[src/design/stis_pkg.sv]
// Shared types and constants for the sorted table interval search block.
// No dependencies; compiled first.
`timescale 1ns / 1ps
`default_nettype none

package stis_pkg;

    localparam int ENTRY_INDEX_W = 10;
    localparam int SAMPLE_W      = 32;
    localparam int NUM_POINTS_W  = 11;
    localparam int INTERVAL_W    = 10;

    localparam logic [NUM_POINTS_W-1:0] NUM_POINTS_RESET = 11'd1024;

    typedef enum logic {
        REQ_LOAD  = 1'b0,
        REQ_QUERY = 1'b1
    } req_kind_t;

    typedef enum logic {
        ST_IDLE,
        ST_SEARCH
    } stis_state_t;

    typedef struct packed {
        logic load_wr;
        logic init;
        logic step;
        logic out_load;
    } stis_cmd_t;

    typedef struct packed {
        logic span_gt1;
    } stis_status_t;

endpackage

`default_nettype wire

[src/design/stis_ctrl.sv]
// Controller state machine: request acceptance, search sequencing, result hand-off.
// Depends on stis_pkg.
`timescale 1ns / 1ps
`default_nettype none

module stis_ctrl
    import stis_pkg::*;
(
    input  wire logic         clk,
    input  wire logic         rst_n,
    input  wire logic         req_valid,
    input  wire logic         req_type,
    output logic              req_ready,
    input  wire logic         rsp_ready,
    output logic              rsp_valid,
    input  wire stis_status_t status,
    output stis_cmd_t         cmd
);

    stis_state_t state_reg;
    stis_state_t state_next;
    logic        out_valid_reg;
    logic        out_valid_next;
    logic        req_fire;
    logic        out_free;

    assign req_ready = (state_reg == ST_IDLE);
    assign req_fire  = req_valid && req_ready;
    assign out_free  = !out_valid_reg || rsp_ready;
    assign rsp_valid = out_valid_reg;

    always_ff @(posedge clk or negedge rst_n)
    begin
        if (!rst_n)
        begin
            state_reg     <= ST_IDLE;
            out_valid_reg <= 1'b0;
        end
        else
        begin
            state_reg     <= state_next;
            out_valid_reg <= out_valid_next;
        end
    end

    always_comb
    begin
        state_next = state_reg;
        cmd        = '0;
        case (state_reg)
            ST_IDLE:
            begin
                if (req_fire)
                begin
                    if (req_type == REQ_QUERY)
                    begin
                        cmd.init   = 1'b1;
                        state_next = ST_SEARCH;
                    end
                    else
                    begin
                        cmd.load_wr = 1'b1;
                    end
                end
            end
            ST_SEARCH:
            begin
                if (status.span_gt1)
                begin
                    cmd.step = 1'b1;
                end
                else if (out_free)
                begin
                    cmd.out_load = 1'b1;
                    state_next   = ST_IDLE;
                end
            end
            default:
            begin
                state_next = ST_IDLE;
            end
        endcase

        if (cmd.out_load)
        begin
            out_valid_next = 1'b1;
        end
        else if (rsp_ready)
        begin
            out_valid_next = 1'b0;
        end
        else
        begin
            out_valid_next = out_valid_reg;
        end
    end

endmodule

`default_nettype wire

[config.mk]
export PLATFORM = sky130hd
export DESIGN_NAME = stis_ctrl
export DESIGN_NICKNAME = d
export VERILOG_FILES = /design/src/design/stis_pkg.sv /design/src/design/stis_ctrl.sv
export SDC_FILE = /design/constraint.sdc
export NUM_CORES = 1
export LEC_CHECK = 0
export BUFFER_PORTS_ARGS = -buffer_cell sky130_fd_sc_hd__clkbuf_2
export CORE_AREA = 2 2 39 41
export DETAILED_ROUTE_END_ITERATION = 16
export DIE_AREA = 0 0 41 43
export GPL_TIMING_DRIVEN = 0
export RECOVER_POWER = 25
export SLEW_MARGIN = 0
export SYNTH_ARGS = -nofsm -noshare
export SYNTH_HDL_FRONTEND = slang
export SYNTH_SLANG_ARGS = --single-unit
[constraint.sdc]
create_clock -name clk -period 1 [get_ports clk]
set_input_delay 0.05 -clock clk [delete_from_list [all_inputs] [get_ports clk]]
set_output_delay 0.05 -clock clk [all_outputs]
set_load 0.05 [all_outputs]
==> results of run 1 <==
-- report_power, final --
group | total [µW] | switching [µW] | internal [µW]
combinational | 557 | 303 | 254
clock | 205 | 56.0 | 149
sequential | 156 | 42.2 | 114
-- timing repair --
item,4_1_cts,5_1_grt
pin swaps,1,1
setup buffers,3,2
gates resized for setup,13,2
endpoints found under the setup margin,5,5
hold buffers,1,1
endpoints found under the hold margin,2,1
-- worst max-delay path, stage by stage, from the launching register on --
cell	delay, ps
dfrtp_2	440
inv_4	90
and3_4	180
clkbuf_16	150
-- final timing paths --
check	startpoint	endpoint	slack, ps	cells after the start
max	state_reg	cmd[2]	-140	3
min	rst_n	rsp_valid	130	2
max reg2reg	rsp_valid	state_reg	40	4
min reg2reg	state_reg	state_reg	670	2
max in group asynchronous	rst_n	state_reg	720	2
min in group clk	req_valid	state_reg	160	3
-- per-layer routing --
metal	global-route usage, %	vias up
li1	-	85
met1	3.85	83
met2	8.75	10
met3	1.57	2
met4	12.0	0
met5	0	-
-- cell type report --
type	instances	area, µm²
clock buffer	4	26.3
fill	154	1010
timing repair buffer	18	174
multi-input combinational	8	86.3
tap	16	20.0
sequential	2	52.6
inverter	2	10.0
-- cells in the final DEF, fill, tap and decap left out --
cell	count
inv_4	1
and3_4	2
inv_1	1
dlygate4sd3_1	2
o21ai_2	1
clkbuf_2	5
dfrtp_2	2
buf_8	2
a21oi_1	1
nor3b_4	1
clkbuf_16	2
a31oi_1	1
clkbuf_4	4
clkbuf_1	2
nor2_4	1
nand2b_4	1
buf_4	5
-- stage by stage --
| stage | hold WS, ps | worst slack, ps | utilization [%] | power [µW] |
|---|---|---|---|---|
| final | 133 | -139 | 26.7 | 918 |
| after global routing | 142 | -180 | 26.7 | 980 |
| after CTS | 0.607 | -148 | 24.8 | 887 |
| after detailed placement | -163 | -66.1 | 16.5 | 541 |
| after global placement | -163 | -69.3 | 16.5 | 540 |
| after floorplan | -246 | -8.55 | - | 465 |
-- Yosys cell counts (all sizes together) --
cell and count:
dfrtp 2, nand2b 1, and3 2, inv 2, o21ai 1, a31oi 1
nor2 1, a21oi 1, buf 1, nor3b 1
-- kinds of logic after synthesis --
group	synth area share, %
flip-flops	40.8
AND/OR/NAND/NOR	30.6
buffers and inverters	12.2
AO/OA/AOI/OAI	16.3
==> impl_metrics.py, run 1 <==
metrics = {
    "status": {
        "outcome": "complete, but fails checks",
        "violations": "setup timing",
    },
    "detailed_routing": {
        "dr.first_iter.drc_count": 0,
        "route.met2.wl_um": 269,
        "vias": 180,
        "wl_met3_um": 25,
        "first_pass_iters": 1,
        "met1_length_um": 110,
        "totalWireLength_um": 424,
        "ant_nets": 0,
        "detail_route.wl_per_cell_um": 8.48,
        "drc_errors": 0,
        "top_layer": "met4",
        "viasPerCell": 3.60,
    },
    "die": {
        "row_count": 14,
        "die_area_um2": 1760,
        "io_pins": 12,
        "die_w_um": 41,
        "core_um2": 1380,
        "die_h_um": 43,
        "start_util_pct": 8.86,
    },
    "timing": {
        "fin_skew_ps": 6.85,
        "rsz0062_at_grt": "true",
        "fmax_mhz": 878,
        "maxSlewViolCount": 0,
        "final.setup.worst_slack_ps": -139,
        "fin_crit_sh_pct": 114,
        "fin_setup_tns_ps": -366,
        "finalSetupViolCount": 4,
        "hold_violations": 0,
        "layout_min_cycle_time_ps": 1140,
        "relSlewSlack_pct": 81.7,
        "tightest_slew_ps": 276,
    },
    "synthesis": {
        "synth_cell_types": 11,
        "yosysTopAreaCell": "dfrtp_1",
        "ys_ff_latch": 2,
        "synth.top_cell.area_share_pct": 40.8,
        "synth.yosys.seq_area_share_pct": 40.8,
        "synth.area.top_cells": "dfrtp_1 (41%), nand2b_4 (11%), and3_1 (10%), o21ai_2 (7.1%), buf_4 (6.1%)",
        "synth.avg_cell_area_um2": 9.43,
        "yosysWarnings": 0,
        "syn_inst": 13,
        "synth_nets": 19,
        "synth.cell_area_um2": 123,
    },
    "worst_setup_path": {
        "path_max_fanout": 4,
        "cp-end-kind": "output port",
        "arrival_ps": 1090,
        "start_kind": "register",
        "required_ps": 950,
        "setup.worst_path.class": "register to output port",
    },
    "placed_design": {
        "place_area_um2": 229,
        "dp_hpwl_um": 261,
        "numPortBuffers": 11,
        "dp.cells": 40,
        "place_congestion": 0.556,
    },
    "clock_network": {
        "cts_tree": "done",
        "cts_buffers": 3,
        "cts.clk_slew.worst_paths_ps": 40,
        "cts.sinks": 2,
        "cts_buffer_depth": 2,
        "clk_latency_ps": 230,
        "cts-root-buf": "clkbuf_4",
        "ctsHtreeMaxLevel": 1,
    },
    "power": {
        "p_leak_uw": 0.000172,
        "peakVddDrop_v": 0.000455,
        "power.density_nw_per_um2": 2490,
    },
    "global_routing": {
        "grt-ovfl-total": 0,
        "grt.total_usage_pct": 6.12,
        "antenna_found_initial": 0,
        "grt_pass1_vias": 179,
        "grt_max_degree": 5,
        "grt_pass1_wl_um": 614,
    },
    "finish": {
        "area_delta_synth_final_pct": 201,
        "stdcell_count": 50,
        "antenna_cells": 0,
        "drive_above_1_share_pct": 79.4,
        "final_design_area_no_fill_um2": 369,
        "final_nets": 41,
    },
    "min_path": {
        "min_path_type": "input port to async pin",
    },
    "job": {
        "cap_violations": 0,
    },
}
Note: power is estimated with default switching activity, not from simulation.
==> run 2: changes to the inputs <==
--- a/config.mk
+++ b/config.mk
@@ -5,12 +5,14 @@
 export SDC_FILE = /design/constraint.sdc
 export NUM_CORES = 1
 export LEC_CHECK = 0
+export ABC_AREA = 1
 export BUFFER_PORTS_ARGS = -buffer_cell sky130_fd_sc_hd__clkbuf_2
 export CORE_AREA = 2 2 39 41
 export DETAILED_ROUTE_END_ITERATION = 16
 export DIE_AREA = 0 0 41 43
 export GPL_TIMING_DRIVEN = 0
 export RECOVER_POWER = 25
+export SETUP_SLACK_MARGIN = 0.4
 export SLEW_MARGIN = 0
 export SYNTH_ARGS = -nofsm -noshare
 export SYNTH_HDL_FRONTEND = slang
==> run 2 against run 1 <==
Against the previous run:
- combinational power fell by 40%
- total power decreased by 30%
- largest power group unchanged
- clock skew about the same
- the flow still finishes with violations (setup timing)
==> impl_metrics.py, run 2 <==
metrics = {
    "global_routing": {
        "grt_pass1_vias": 162,
        "grt_pass1_wl_um": 579,
        "grt-ovfl-total": 0,
        "grt_max_degree": 6,
        "grt.total_usage_pct": 6.51,
        "antenna_found_initial": 0,
    },
    "placed_design": {
        "pre_cts_slack_ps": -50.3,
        "numPortBuffers": 11,
        "dp_hpwl_um": 292,
        "place_congestion": 0.601,
    },
    "die": {
        "io_pins": 12,
        "core_um2": 1380,
        "start_util_pct": 8.77,
        "die_h_um": 43,
        "die_area_um2": 1760,
        "row_count": 14,
        "die_w_um": 41,
    },
    "worst_setup_path": {
        "max_stage_delay_ps": 400,
        "path_max_fanout": 2,
        "cpMostUsedCell": "nand2_2",
        "critPathBufInv": 2,
        "path_cells": "nand2_2 -> nand2_2 -> nor2_2 -> buf_6 -> clkbuf_16",
        "start_kind": "register",
        "setup.worst_path.class": "register to output port",
        "critPathSlowestCell": "dfrtp_2",
        "arrival_ps": 1080,
        "cp_top_family": "flip-flops",
        "cp-end-kind": "output port",
        "required_ps": 950,
    },
    "timing": {
        "layout_min_cycle_time_ps": 1130,
        "fin_crit_sh_pct": 113,
        "hold_violations": 0,
        "fmax_mhz": 883,
        "relSlewSlack_pct": 89.3,
        "rsz0062_at_grt": "true",
        "finalSetupViolCount": 5,
        "fin_skew_ps": 6.46,
        "tightest_slew_ps": 160,
        "maxSlewViolCount": 0,
        "final.setup.worst_slack_ps": -132,
        "whs_ps": 37.2,
    },
    "synthesis": {
        "yosysTopAreaCell": "dfrtp_1",
        "synth_nets": 24,
        "yosysWarnings": 0,
        "synth.most_common_cell": "nand2_1",
        "synth_common_cells": "nand2_1 (6), inv_1 (4), dfrtp_1 (2), nor2_1 (2)",
        "syn_inst": 18,
        "synth.top_cell.area_share_pct": 41.2,
        "synth.cell_area_um2": 121,
        "synth.area.top_cells": "dfrtp_1 (41%), nand2_1 (19%), inv_1 (12%), nand3_2 (8.2%), buf_4 (6.2%)",
        "async_flop_share_pct": 100,
        "synth_edf_count": 0,
        "synth.yosys.seq_area_share_pct": 41.2,
        "ys.flop_type": "dfrtp_1",
        "synth.avg_cell_area_um2": 6.74,
        "synth_cell_types": 8,
        "ys_ff_latch": 2,
    },
    "min_path": {
        "min_path_type": "input port to register",
    },
    "status": {
        "outcome": "complete, but fails checks",
        "violations": "setup timing",
    },
    "detailed_routing": {
        "viasPerCell": 3.45,
        "detail_route.wl_per_cell_um": 7.45,
        "totalWireLength_um": 395,
        "ant_nets": 0,
        "first_pass_iters": 2,
        "vias": 183,
        "drc_errors": 0,
        "dr.first_iter.drc_count": 4,
    },
    "power": {
        "power.density_nw_per_um2": 1610,
        "p_leak_uw": 0.000185,
        "total_power_uw": 639,
        "peakVddDrop_v": 0.000337,
    },
    "finish": {
        "area_delta_synth_final_pct": 228,
        "utilization_pct": 28.8,
        "final_cell_mix": "clkbuf_2 (4), clkbuf_16 (4), nand2_2 (3), clkbuf_4 (3), buf_4 (3)",
        "multi_input_area_um2": 77.6,
        "final_nets": 44,
        "regArea_um2": 51.3,
        "nFillCells": 150,
        "antenna_cells": 0,
        "drive_above_1_share_pct": 75.7,
    },
    "clock_network": {
        "cts_buffers": 3,
        "cts_buffer_depth": 2,
        "cts_tree": "done",
        "ctsHtreeMaxLevel": 1,
        "cts-root-buf": "clkbuf_4",
        "clk_latency_ps": 230,
        "cts.sinks": 2,
        "cts.clk_slew.worst_paths_ps": 30,
    },
    "job": {
        "cap_violations": 0,
    },
}
run 2: timing repair:
action	in CTS	in global routing
setup endpoints to repair	8	8
pin swaps	3	2
setup buffers	2	1
resized for setup	19	4
hold endpoints to repair	2	0
hold buffers	1	0
run 2: cell type report:
class                      instances  area share, %
buffer                             1           2.83
clock buffer                       4           6.60
inverter                           5           7.23
multi-input combinational         10           19.5
sequential                         2           12.9
tap                               16           5.03
timing repair buffer              15           45.9
run 2: where the power goes:
group          internal [µW]  switching (µW)
Combinational            159             173
Clock                    148            50.0
Sequential              95.6            12.8
run 2: kinds of logic (layout without fill, tap and decap cells):
kind of cell / count (synthesis) / count (layout) / share of synthesized area (%)
buffers and inverters: 6 / 25 / 21.6
DFF: 2 / 2 / 41.2
and+or+nand+nor: 9 / 9 / 33.0
AOI/OAI and AO/OA: 1 / 1 / 4.12
run 2: path summary, 6_finish.rpt:
kind / start / end / slack (ps) / cells past startpoint
worst max-delay path: rsp_valid / cmd[0] / -130 / 5
worst min-delay path: status / rsp_valid / 40 / 2
worst max register to register: state_reg / state_reg / 170 / 4
worst min register to register: rsp_valid / rsp_valid / 520 / 2
max in group asynchronous: rst_n / rsp_valid / 710 / 2
min in group asynchronous: rst_n / rsp_valid / 140 / 2
run 2: per-stage QoR:
step / cells / setup TNS (ps) / instance area [µm²]
finish: 53 / -474 / 398
detailed placement: 45 / -50.3 / 226
global placement: 45 / -45.2 / 226
CTS: 52 / -610 / 384
global route: 53 / -703 / 398
floorplan: 18 / 0 / 151
run 2: worst register-to-register path, cell delays in order, from the launching register on:
cell and delay (ps):
dfrtp_1 410, inv_4 120, nand3_4 80, buf_6 120, nand2_2 40
run 2: metal layers:
layer / routed length (µm) / track usage [%]
met1: 144 / 5.43
met2: 203 / 6.56
met3: 27 / 3.14
met4: 19 / 14.0
met5: 0 / 0
